<file path="src/slpc_pkg.sv">
// ----------------------------------------------------------------------------
// slpc_pkg
// Shared types and constants of the sequence-tagged LRU poll cache.
// ----------------------------------------------------------------------------
package slpc_pkg;

	localparam int ENTRIES = 8;
	localparam int IDX_W   = (ENTRIES > 1) ? $clog2(ENTRIES) : 1;
	localparam int KEY_W   = 32;
	localparam int STAMP_W = 64;
	localparam int AGE_W   = 32;

	// leaves of the least-age tree
	localparam int NP      = 1 << IDX_W;

	// two-slot request and result queues
	localparam int QPTR_W  = 1;
	localparam int QCNT_W  = 2;
	localparam logic [QCNT_W-1:0] QDEPTH = 2'd2;

	typedef enum logic {
		OP_LOOKUP = 1'b0,
		OP_RECORD = 1'b1
	} op_t;

	typedef struct packed {
		logic [KEY_W-1:0] window;
		logic [KEY_W-1:0] first_msg;
		logic [KEY_W-1:0] last_msg;
		logic [KEY_W-1:0] wake_mask;
		logic [KEY_W-1:0] peek_flags;
		logic [KEY_W-1:0] internal_flag;
	} key_t;

	typedef struct packed {
		op_t                op;
		key_t               key;
		logic [STAMP_W-1:0] stamp;
	} req_t;

endpackage

</file>
<file path="src/seq_tagged_lru_poll_cache_top.sv">
// ----------------------------------------------------------------------------
// seq_tagged_lru_poll_cache_top
// Fully associative LRU cache of filter keys tagged with sequence stamps.
// ----------------------------------------------------------------------------
// Input channel: drive the request fields and raise push; a request is taken
// at a rising edge with push high and full low. func 0 is a lookup, func 1
// records the key with its stamp. Result channel: while empty is low, hit
// shows the oldest result; raise pop to take it. Every request gives exactly
// one result, in request order. hit is 1 only for a lookup that finds its
// key with an equal stamp.
// A taken request waits in the request queue, is compared in the engine,
// is held in the second-stage registers and then writes its result into
// the result queue once that queue has room. The engine compares against
// all entries, registers the compare results and writes the entry state
// back from them; the following request is compared only after that writeback.
// Reset clears all valid bits, the age counter and both queues. A stalled
// result side holds results in a two-slot queue; once it fills the engine
// stops, the two-slot request queue fills, and full rises.
// ----------------------------------------------------------------------------
module seq_tagged_lru_poll_cache_top
	import slpc_pkg::*;
(
	input  logic               clk,
	input  logic               arst_n,
	input  logic               push,
	output logic               full,
	input  logic               func,
	input  logic [KEY_W-1:0]   window,
	input  logic [KEY_W-1:0]   first_msg,
	input  logic [KEY_W-1:0]   last_msg,
	input  logic [KEY_W-1:0]   wake_mask,
	input  logic [KEY_W-1:0]   peek_flags,
	input  logic [KEY_W-1:0]   internal_flag,
	input  logic [STAMP_W-1:0] stamp,
	output logic               empty,
	input  logic               pop,
	output logic               hit
);

	logic req_valid;
	logic req_take;
	req_t req;

	slpc_front u_front (
		.clk           (clk),
		.arst_n        (arst_n),
		.push          (push),
		.full          (full),
		.func          (func),
		.window        (window),
		.first_msg     (first_msg),
		.last_msg      (last_msg),
		.wake_mask     (wake_mask),
		.peek_flags    (peek_flags),
		.internal_flag (internal_flag),
		.stamp         (stamp),
		.req_valid     (req_valid),
		.req           (req),
		.req_take      (req_take)
	);

	slpc_back u_back (
		.clk       (clk),
		.arst_n    (arst_n),
		.req_valid (req_valid),
		.req       (req),
		.req_take  (req_take),
		.empty     (empty),
		.pop       (pop),
		.hit       (hit)
	);

endmodule

</file>
<file path="src/slpc_front.sv">
// ----------------------------------------------------------------------------
// slpc_front
// Accepts input requests, decodes the operation and holds them in a
// two-slot queue until the cache engine takes them.
// ----------------------------------------------------------------------------
module slpc_front
	import slpc_pkg::*;
(
	input  logic               clk,
	input  logic               arst_n,
	input  logic               push,
	output logic               full,
	input  logic               func,
	input  logic [KEY_W-1:0]   window,
	input  logic [KEY_W-1:0]   first_msg,
	input  logic [KEY_W-1:0]   last_msg,
	input  logic [KEY_W-1:0]   wake_mask,
	input  logic [KEY_W-1:0]   peek_flags,
	input  logic [KEY_W-1:0]   internal_flag,
	input  logic [STAMP_W-1:0] stamp,
	output logic               req_valid,
	output req_t               req,
	input  logic               req_take
);

	req_t              slot_q [2];
	logic [QPTR_W-1:0] wr_ptr_q;
	logic [QPTR_W-1:0] rd_ptr_q;
	logic [QCNT_W-1:0] cnt_q;
	logic              wr_en;
	logic              rd_en;
	req_t              req_in;

	always_comb begin
		req_in.op                = op_t'(func);
		req_in.key.window        = window;
		req_in.key.first_msg     = first_msg;
		req_in.key.last_msg      = last_msg;
		req_in.key.wake_mask     = wake_mask;
		req_in.key.peek_flags    = peek_flags;
		req_in.key.internal_flag = internal_flag;
		req_in.stamp             = stamp;
	end

	assign full      = (cnt_q == QDEPTH);
	assign req_valid = (cnt_q != '0);
	assign req       = slot_q[rd_ptr_q];
	assign wr_en     = push && !full;
	assign rd_en     = req_take && req_valid;

	always_ff @(posedge clk or negedge arst_n) begin
		if (!arst_n) begin
			wr_ptr_q <= '0;
			rd_ptr_q <= '0;
			cnt_q    <= '0;
		end else begin
			if (wr_en) begin
				wr_ptr_q <= wr_ptr_q + 1'b1;
			end
			if (rd_en) begin
				rd_ptr_q <= rd_ptr_q + 1'b1;
			end
			if (wr_en && !rd_en) begin
				cnt_q <= cnt_q + 1'b1;
			end else if (rd_en && !wr_en) begin
				cnt_q <= cnt_q - 1'b1;
			end
		end
	end

	always_ff @(posedge clk) begin
		if (wr_en) begin
			slot_q[wr_ptr_q] <= req_in;
		end
	end

endmodule

</file>
<file path="src/slpc_back.sv">
// ----------------------------------------------------------------------------
// slpc_back
// Cache engine: compares a request against all entries and picks the LRU
// candidate in stage 1, resolves and writes back in stage 2 once the result
// queue has room, and queues the hit flag for the result port.
// ----------------------------------------------------------------------------
module slpc_back
	import slpc_pkg::*;
(
	input  logic clk,
	input  logic arst_n,
	input  logic req_valid,
	input  req_t req,
	output logic req_take,
	output logic empty,
	input  logic pop,
	output logic hit
);

	// entry store
	key_t               key_q   [ENTRIES];
	logic [STAMP_W-1:0] stamp_q [ENTRIES];
	logic [AGE_W-1:0]   age_q   [ENTRIES];
	logic [ENTRIES-1:0] valid_q;
	logic [AGE_W-1:0]   age_cnt_q;

	// second stage
	logic               v_s2;
	op_t                op_s2;
	key_t               key_s2;
	logic [STAMP_W-1:0] stamp_s2;
	logic [ENTRIES-1:0] match_s2;
	logic [ENTRIES-1:0] steq_s2;
	logic [ENTRIES-1:0] inv_s2;
	logic [IDX_W-1:0]   lru_s2;

	// result queue
	logic               res_q [2];
	logic [QPTR_W-1:0]  res_wr_q;
	logic [QPTR_W-1:0]  res_rd_q;
	logic [QCNT_W-1:0]  res_cnt_q;
	logic               res_full;
	logic               res_pop;

	logic [ENTRIES-1:0] match_d;
	logic [ENTRIES-1:0] steq_d;
	logic [AGE_W-1:0]   t_age  [2*NP];
	logic [IDX_W-1:0]   t_idx  [2*NP];
	logic               t_real [2*NP];
	logic               take_r;

	logic               done_s2;
	logic               lk_found;
	logic [IDX_W-1:0]   lk_idx;
	logic               rec_found;
	logic [IDX_W-1:0]   rec_idx;
	logic [ENTRIES-1:0] rec_cand;
	logic               hit_d;
	logic               bump;
	logic               inval;
	logic               set_stamp;
	logic               set_key;
	logic [IDX_W-1:0]   w_idx;

	// take a new request only once the previous one has written back
	assign req_take = req_valid && !v_s2;
	assign done_s2  = v_s2 && !res_full;

	// stage 1: parallel key and stamp compare
	always_comb begin
		for (int i = 0; i < ENTRIES; i++) begin
			match_d[i] = valid_q[i] && (key_q[i] == req.key);
			steq_d[i]  = (stamp_q[i] == req.stamp);
		end
	end

	// stage 1: least-age tree, lower index wins on ties
	always_comb begin
		take_r = 1'b0;
		for (int i = 0; i < NP; i++) begin
			t_age[NP+i]  = '1;
			t_idx[NP+i]  = IDX_W'(i);
			t_real[NP+i] = 1'b0;
			if (i < ENTRIES) begin
				t_age[NP+i]  = age_q[i];
				t_real[NP+i] = 1'b1;
			end
		end
		t_age[0]  = '1;
		t_idx[0]  = '0;
		t_real[0] = 1'b0;
		for (int k = NP - 1; k >= 1; k--) begin
			take_r = t_real[2*k+1] &&
				(!t_real[2*k] || (t_age[2*k+1] < t_age[2*k]));
			t_age[k]  = take_r ? t_age[2*k+1]  : t_age[2*k];
			t_idx[k]  = take_r ? t_idx[2*k+1]  : t_idx[2*k];
			t_real[k] = t_real[2*k] || t_real[2*k+1];
		end
	end

	// stage 2: first-match search and resolution
	assign rec_cand = match_s2 | inv_s2;

	always_comb begin
		lk_found  = 1'b0;
		lk_idx    = '0;
		rec_found = 1'b0;
		rec_idx   = '0;
		for (int i = ENTRIES - 1; i >= 0; i--) begin
			if (match_s2[i]) begin
				lk_found = 1'b1;
				lk_idx   = IDX_W'(i);
			end
			if (rec_cand[i]) begin
				rec_found = 1'b1;
				rec_idx   = IDX_W'(i);
			end
		end
	end

	always_comb begin
		hit_d     = 1'b0;
		bump      = 1'b0;
		inval     = 1'b0;
		set_stamp = 1'b0;
		set_key   = 1'b0;
		w_idx     = lk_idx;
		unique case (op_s2)
			OP_LOOKUP: begin
				if (lk_found) begin
					if (steq_s2[lk_idx]) begin
						hit_d = 1'b1;
						bump  = 1'b1;
					end else begin
						inval = 1'b1;
					end
				end
			end
			OP_RECORD: begin
				bump      = 1'b1;
				set_stamp = 1'b1;
				if (rec_found) begin
					w_idx   = rec_idx;
					set_key = inv_s2[rec_idx];
				end else begin
					w_idx   = lru_s2;
					set_key = 1'b1;
				end
			end
			default: begin
				hit_d = 1'b0;
			end
		endcase
	end

	assign res_full = (res_cnt_q == QDEPTH);
	assign empty    = (res_cnt_q == '0);
	assign hit      = res_q[res_rd_q];
	assign res_pop  = pop && !empty;

	always_ff @(posedge clk or negedge arst_n) begin
		if (!arst_n) begin
			valid_q   <= '0;
			age_cnt_q <= '0;
			v_s2      <= 1'b0;
			res_wr_q  <= '0;
			res_rd_q  <= '0;
			res_cnt_q <= '0;
		end else begin
			if (req_take) begin
				v_s2 <= 1'b1;
			end else if (done_s2) begin
				v_s2 <= 1'b0;
			end
			if (done_s2) begin
				if (bump) begin
					age_cnt_q <= age_cnt_q + 1'b1;
				end
				if (inval) begin
					valid_q[w_idx] <= 1'b0;
				end
				if (set_key) begin
					valid_q[w_idx] <= 1'b1;
				end
				res_wr_q <= res_wr_q + 1'b1;
			end
			if (res_pop) begin
				res_rd_q <= res_rd_q + 1'b1;
			end
			if (done_s2 && !res_pop) begin
				res_cnt_q <= res_cnt_q + 1'b1;
			end else if (res_pop && !done_s2) begin
				res_cnt_q <= res_cnt_q - 1'b1;
			end
		end
	end

	always_ff @(posedge clk) begin
		if (req_take) begin
			op_s2    <= req.op;
			key_s2   <= req.key;
			stamp_s2 <= req.stamp;
			match_s2 <= match_d;
			steq_s2  <= steq_d;
			inv_s2   <= ~valid_q;
			lru_s2   <= t_idx[1];
		end
		if (done_s2) begin
			res_q[res_wr_q] <= hit_d;
			if (bump) begin
				age_q[w_idx] <= age_cnt_q + 1'b1;
			end
			if (set_stamp) begin
				stamp_q[w_idx] <= stamp_s2;
			end
			if (set_key) begin
				key_q[w_idx] <= key_s2;
			end
		end
	end

endmodule

</file>
<file path="config.mk">
export PLATFORM = sky130hd
export DESIGN_NAME = seq_tagged_lru_poll_cache_top
export DESIGN_NICKNAME = d
export VERILOG_FILES = /design/src/slpc_pkg.sv /design/src/seq_tagged_lru_poll_cache_top.sv /design/src/slpc_front.sv /design/src/slpc_back.sv
export SDC_FILE = /design/constraint.sdc
export NUM_CORES = 2
export LEC_CHECK = 0
export BUFFER_PORTS_ARGS = -buffer_cell sky130_fd_sc_hd__buf_2
export CORE_MARGIN = 2
export CORE_UTILIZATION = 25
export CTS_CLUSTER_DIAMETER = 50
export DETAILED_ROUTE_END_ITERATION = 10
export PLACE_DENSITY = 0.37
export SETUP_SLACK_MARGIN = 0.05
export SYNTH_ARGS = -nofsm -noshare
export SYNTH_HDL_FRONTEND = slang
export SYNTH_SLANG_ARGS = --single-unit
</file>
<file path="constraint.sdc">
create_clock -name clk -period 22.9 [get_ports clk]
set_input_delay 2.29 -clock clk [delete_from_list [all_inputs] [get_ports clk]]
set_output_delay 2.29 -clock clk [all_outputs]
set_load 0.005 [all_outputs]
</file>
## After elaboration in Yosys (flattened, before gate mapping)

Memory sizes are Yosys's and may differ from the RTL's.
Index checks and enable logic that the tools add are counted.

| storage, ports and cells | value |
|---|---|
| register bits after elaboration | 333 |
| bits in latches | 0 |
| memory bits (writable) | 2820 |
| ROM bits | 0 |
| input port bits | 261 |
| output and inout bits | 3 |
| logic and storage cells | 187 |
| memories kept | 5 |

| cells by class | value |
|---|---|
| add/subtract/negate cells | 9 |
| $mul | 0 |
| divide/modulo/power cells | 0 |
| $lt $le $gt $ge | 11 |
| eq/ne operators | 18 |
| shifts and indexed selects | 0 |
| multiplexer cells | 85 |
| bitwise logic cells | 6 |
| reduce and logical (&&, ||, !) cells | 32 |

Memory list:

| memory | depth | bits a word | rd ports | clocked after memory_dff | write ports | RTL line | RTL |
|---|---|---|---|---|---|---|---|
| u_back.key_q | 8 | 192 | 8 | 0 | 1 | slpc_back.sv:21 | `key_t key_q [ENTRIES];` |
| u_front.slot_q | 2 | 257 | 1 | 0 | 1 | slpc_front.sv:26 | `req_t slot_q [2];` |
| u_back.stamp_q | 8 | 64 | 8 | 0 | 1 | slpc_back.sv:22 | `logic [STAMP_W-1:0] stamp_q [ENTRIES];` |
| u_back.age_q | 8 | 32 | 8 | 0 | 1 | slpc_back.sv:23 | `logic [AGE_W-1:0] age_q [ENTRIES];` |
| u_back.res_q | 2 | 1 | 1 | 0 | 1 | slpc_back.sv:38 | `logic res_q [2];` |

Operators by type and width:

| kind | count |
|---|---|
| $eq 192x192->1 | 8 |
| $eq 64x64->1 | 8 |
| $lt 32x32->1 | 7 |
| $mux 32 | 6 |
| $mux 3 | 21 |
| $mux 1 | 47 |
| $add 32x1->32 const B | 1 |
| $mux 8 | 3 |
| $logic_and 1x1->1 | 18 |
| $not 8->8 | 2 |
| $or 8x8->8 | 2 |
| $lt 3x4->1 const B | 3 |
| $and 8x8->8 | 1 |
| $logic_not 1->1 | 8 |
| $mux 2 | 4 |
| $reduce_bool 2->1 | 4 |
| $bmux 1 s3 | 2 |
| $add 1x1->1 const B | 4 |
| $add 2x1->2 const B | 2 |
| $eq 2x2->1 const B | 2 |
| $sub 2x1->2 const B | 2 |
| $demux 1 s3 | 1 |
| $ge 3x1->1 const B | 1 |
| $logic_not 2->1 | 1 |
| other kinds (3) | 3 |

## Longest topological paths before layout

| logic depth | value |
|---|---|
| word-level depth | 21 |
| depth in mapped cells | 32 |
| mapped depth without buffers | 29 |

## By module

A second synthesis with hierarchy kept.

| unflattened totals | value |
|---|---|
| cells, all modules | 8103 |
| area total of the unflattened synthesis | 130824.2 um^2 |

Modules (own cells, without submodules):

| module | times used | cells each | area an instance (um^2) | sequential area each (um^2) |
|---|---|---|---|---|
| slpc_back | 1 | 7284 | 111227.9 | 78900.7 |
| slpc_front | 1 | 819 | 19596.3 | 15534.9 |

## Worst setup path before layout

No wires, ideal clock.

| path | value |
|---|---|
| path type | register to register |
| start point | register u_back.match_s2[5] |
| end point | memory u_back.key_q[4][0] (netlist name), enable pin |
| library setup time | 0.979 ns |
| arrival | 15.199 ns |
| data required time | 21.921 ns |
| setup slack | 6.722 ns |
| cell stages (with the launch flop) | 11 |
| path buffers | 1 |
| clock period less this slack | 16.178 ns |
| path through | edfxtp_1 nor2_1 o31ai_1 a211oi_1 nor3_1 o31ai_1 mux2_2 a21boi_0 o31ai_2 clkbuf_1 nor3_1 |

| on the way | value |
|---|---|
| word-level cells in the longest chain between the ends | 14 |
| elaborated cells between the ends (all ways) | 28 |
| those cells by class | mux: 27; bitwise: 1 |

RTL lines:

| what | RTL line | RTL |
|---|---|---|
| start: declaration | slpc_back.sv:32 | `logic [ENTRIES-1:0] match_s2;` |
| start signal: assignment | slpc_back.sv:203 | `match_s2 <= match_d;` |
| $or 8x8->8 | slpc_back.sv:102 | `assign rec_cand = match_s2 \| inv_s2;` |
| $mux 3 (6 in a row) | slpc_back.sv:114 | `if (rec_cand[i]) begin` |
| $bmux 1 s3 | slpc_back.sv:144 | `set_key = inv_s2[rec_idx];` |
| $mux 1 (not written as such) | slpc_back.sv:144 |  |
| $mux 1 | slpc_back.sv:142 | `if (rec_found) begin` |
| $mux 1 | slpc_back.sv:128 | `unique case (op_s2)` |
| $mux 1 | slpc_back.sv:216 | `if (set_key) begin` |
| $mux 1 | slpc_back.sv:208 | `if (done_s2) begin` |
| $mux 1 (not written as such) | slpc_back.sv:217 | `key_q[w_idx] <= key_s2;` |
| end: declaration | slpc_back.sv:21 |  |

Several ways; a longest one is shown, not always the timed one. The select of a mux whose other input is x is not followed.

==> results list <==
- Timing would allow up to 109 MHz.
- Antenna Violating Nets Remaining: 0
- Leakage power total: 0.0533 uW
- The synthesized design devotes to its leading area cell type 71.1% of total area.
- Initial antenna violation count: 160
- CTS sink count: 3153
* Yosys warning count: 0
- Buffers inserted to repair hold after CTS numbered 0.
- The worst setup path is of the reg -> reg kind.
* Most numerous cell types in the synthesized netlist: edfxtp_1, xnor2_1, xor2_1
- Slew margin rel.: -9.79%
* RSZ-0062 raised after global routing: false
- The run finished, with violations left.
* Sequential area share after synthesis: 72.0%
- STA classifies the critical path startpoint as a flop.
* Post-layout worst setup margin: 13700 ps
- Cell occurring most often along the worst timing path: o21ai_0
* Fraction of layout cells with a size suffix above 1: 19.9%
- Total iterations of the first detailed-routing run: 6
- The routed layout has 84149 vias.
* Worst-case clock buffer depth: 4
- Y dimension of the die: 728 microns
* Number of pins with negative max-slew slack in the final report: 30
- Entering global routing, the biggest net connects 112 pins.
* Share of synthesized flip-flops with an asynchronous set or reset: 1.55%
* Setup-violating endpoint count in the final report: 0
- Area used by multi-input combinational logic: 35500 sq um
* Required time of the critical path: 23600 ps
- Synthesis-to-layout area growth: 23.2%
- The worst setup path is captured at a flop.
- Counting every net in the synthesized netlist gives 8584.
- Post-detailed-route wirelength per cell: 42.5 microns
* EDFF count, synth: 3104
- Initial Util: 25.0%
* Library cell contributing the largest single delay on the critical path: a31oi_4
- The final reports fail on max-capacitance violations, max-slew violations.
* Post-CTS clock slew at the launch and capture registers of the worst setup and hold paths: 50 ps
- Data arrival at the endpoint of the critical path: 9900 ps
* Library cell used as clock root buffer: clkbuf_16
- Counting I/O delays and the setup requirement, the final critical path takes 9200 ps.
* Number of global-route vias before repair: 80420
* Final Hold Vio Count: 0
- Number of standard-cell rows in the floorplan: 266
- Main flop type after synthesis: edfxtp_1
* # nets final: 9620
* Setup Fix Bufs, Post-CTS: 0
- Once placement completed, the tool counted placed cells totaling 15636.
- Setup total negative slack: 0 ps
* Clock tree from TritonCTS: built
* Average cell area after synthesis: 16.2 sq um
- Worst setup skew after layout: 84.1 ps
* Clock Latency Late Sink: 1040 ps
* Non-Filler Instances: 16610
- During placement, the flow inserted port buffers numbering 263.
* Syn Inst Count: 8103
- Counting flops and latches in the post-synthesis netlist gives 3153.
- In the final layout, flip-flops and latches occupy 94400 sq um.
- Post-CTS Resized: 0
- The tool flagged a number of max-cap violations equal to 5.
- Power per Cell Area: 164 nW/um^2
- Number of ports placed on the die boundary: 264
- After filler insertion, the fill cell instance count of the layout stands at 51892.
- For this run, design rule violations remaining after detail routing come to 0.
* Delay of the slowest cell on the worst path: 780 ps
* VDD IR max: 0.0965 mV
* Cts bufs inserted: 468
- Total Routed Length: 705000 microns
* Die width: 728 microns
* Die outline area: 530000 sq um
* Gpl congestion: 1.04
- Worst min-delay path class: reg -> reg
* Critical path peak fanout: 33
- Post-route clock period utilization: 40.2%
- In the global route stage, overall resource usage came out at 25.8%.
- edfxtp_1 is the most common cell in the netlist.
- After the first detailed-routing iteration, the DRC count stood at 12373.
- The first global-routing pass estimated 886000 microns of wire.
* Worst setup slack before clock tree synthesis: 13500 ps
- Area of the placeable core: 524000 sq um
- The largest total area in the synthesized netlist belongs to edfxtp_1.
- Overflow after GRT: 0
- Using the TritonRoute via totals, the vias-per-cell ratio works out to 5.07.
- Cell types occupying the most area after synthesis: edfxtp_1, xnor2_1, xor2_1
- Cell variety after synth: 78
- For the pin with the worst max-slew slack, the measured transition is 1610 ps.
- After legalization and detailed placement, the total HPWL measured 494000 microns.
- The H-tree generated during clock tree synthesis spans 5 levels.
* Cell area after technology mapping: 131000 sq um
[report_power, final]
group          internal (uW)  switching, uW  total [uW]
Clock                   4500           2920        7420
Combinational           2510           6990        9500
Sequential              8060           1500        9560
Total                  15100          11400       26500
[cells in the final DEF, fill, tap and decap left out, types with 66 or more instances in the layout]
cell type	instances
a21oi_1	179
a221oi_1	92
buf_2	265
buf_4	492
clkbuf_1	68
clkbuf_16	473
clkinv_1	66
clkinv_2	74
diode_2	100
edfxtp_1	3104
ha_1	220
inv_1	408
mux2i_1	72
mux2i_2	117
mux2i_4	139
nand2_1	281
nand4_1	251
nor2_1	236
nor4_1	299
o21ai_0	184
o22ai_1	127
xnor2_1	1045
xor2_1	470
[through the flow]
stage	util (%)	instance area, sq um	total power, uW	hold slack (ps)
floorplan	-	131000	13200	455
global placement	27.7	145000	19100	436
detailed placement	27.8	145000	19100	444
CTS	30.8	161000	26500	458
global route	30.8	161000	27100	466
finish	30.8	162000	26500	453
[worst paths after layout]
check                                    from                    to  slack [ps]  depth (start not counted)
hold / removal             u_back.key_s2[187]  u_back.key_q[3][187]         450                          0
setup reg to reg           u_back.age_q[7][2]      u_back.lru_s2[0]       13700                         30
hold reg to reg            u_back.key_s2[187]  u_back.key_q[3][187]         450                          0
min in group asynchronous              arst_n  u_back.age_cnt_q[31]        1410                          2
setup / recovery           u_back.age_q[7][2]      u_back.lru_s2[0]       13700                         30
max in group asynchronous              arst_n     u_back.valid_q[3]       20920                          2
[cell type report]
| cell class | count | share of cell area, % |
|---|---|---|
| repair buffers | 765 | 3.20 |
| clock inverters | 330 | 2.33 |
| flip-flops and latches | 3153 | 58.5 |
| clock buffers | 543 | 7.50 |
| multi-input cells | 4341 | 22.0 |
| well taps | 6968 | 5.40 |
| inverters | 410 | 0.957 |
| diodes | 100 | 0.155 |
[registers in the layout (all words and copies together), names as in the netlist, 2 cells and up]
| register | cells |
|---|---|
| u_back.stamp_q | 512 |
| u_back.age_cnt_q | 32 |
| u_front.cnt_q | 2 |
| u_back.lru_s2 | 3 |
| u_back.stamp_s2 | 64 |
| u_back.res_cnt_q | 2 |
| u_back.inv_s2 | 8 |
| u_back.age_q | 256 |
| u_front.slot_q | 514 |
| u_back.steq_s2 | 8 |
| u_back.key_s2 | 192 |
| u_back.valid_q | 8 |
| u_back.key_q | 1536 |
| u_back.match_s2 | 8 |
| u_back.res_q | 2 |
[cell families after synthesis]
group | synth area share (%)
XOR/XNOR | 10.1
buffers and inverters | 2.09
AO/OA/AOI/OAI | 4.90
AND/OR/NAND/NOR | 5.02
flip-flops | 72.0
adder cells (fa/ha/maj) | 2.10
multiplexers | 3.75
[critical path, delay by kind of cell, from the launching register on]
family	cells	cell delay, ps
AO/OA/AOI/OAI	17	5360
flip-flops	1	390
buffers and inverters	2	780
adder cells (fa/ha/maj)	3	900
multiplexers	2	590
AND/OR/NAND/NOR	6	820
[metal layers]
metal	share of wire, %	global-route usage (%)	vias up
met1	40	33.2	44703
met3	7.8	5.20	1241
met5	0.030	0	-
met4	5.7	12.8	28
li1	-	-	33367
met2	46	41.5	4810
Power figures use the tool's default switching activity.
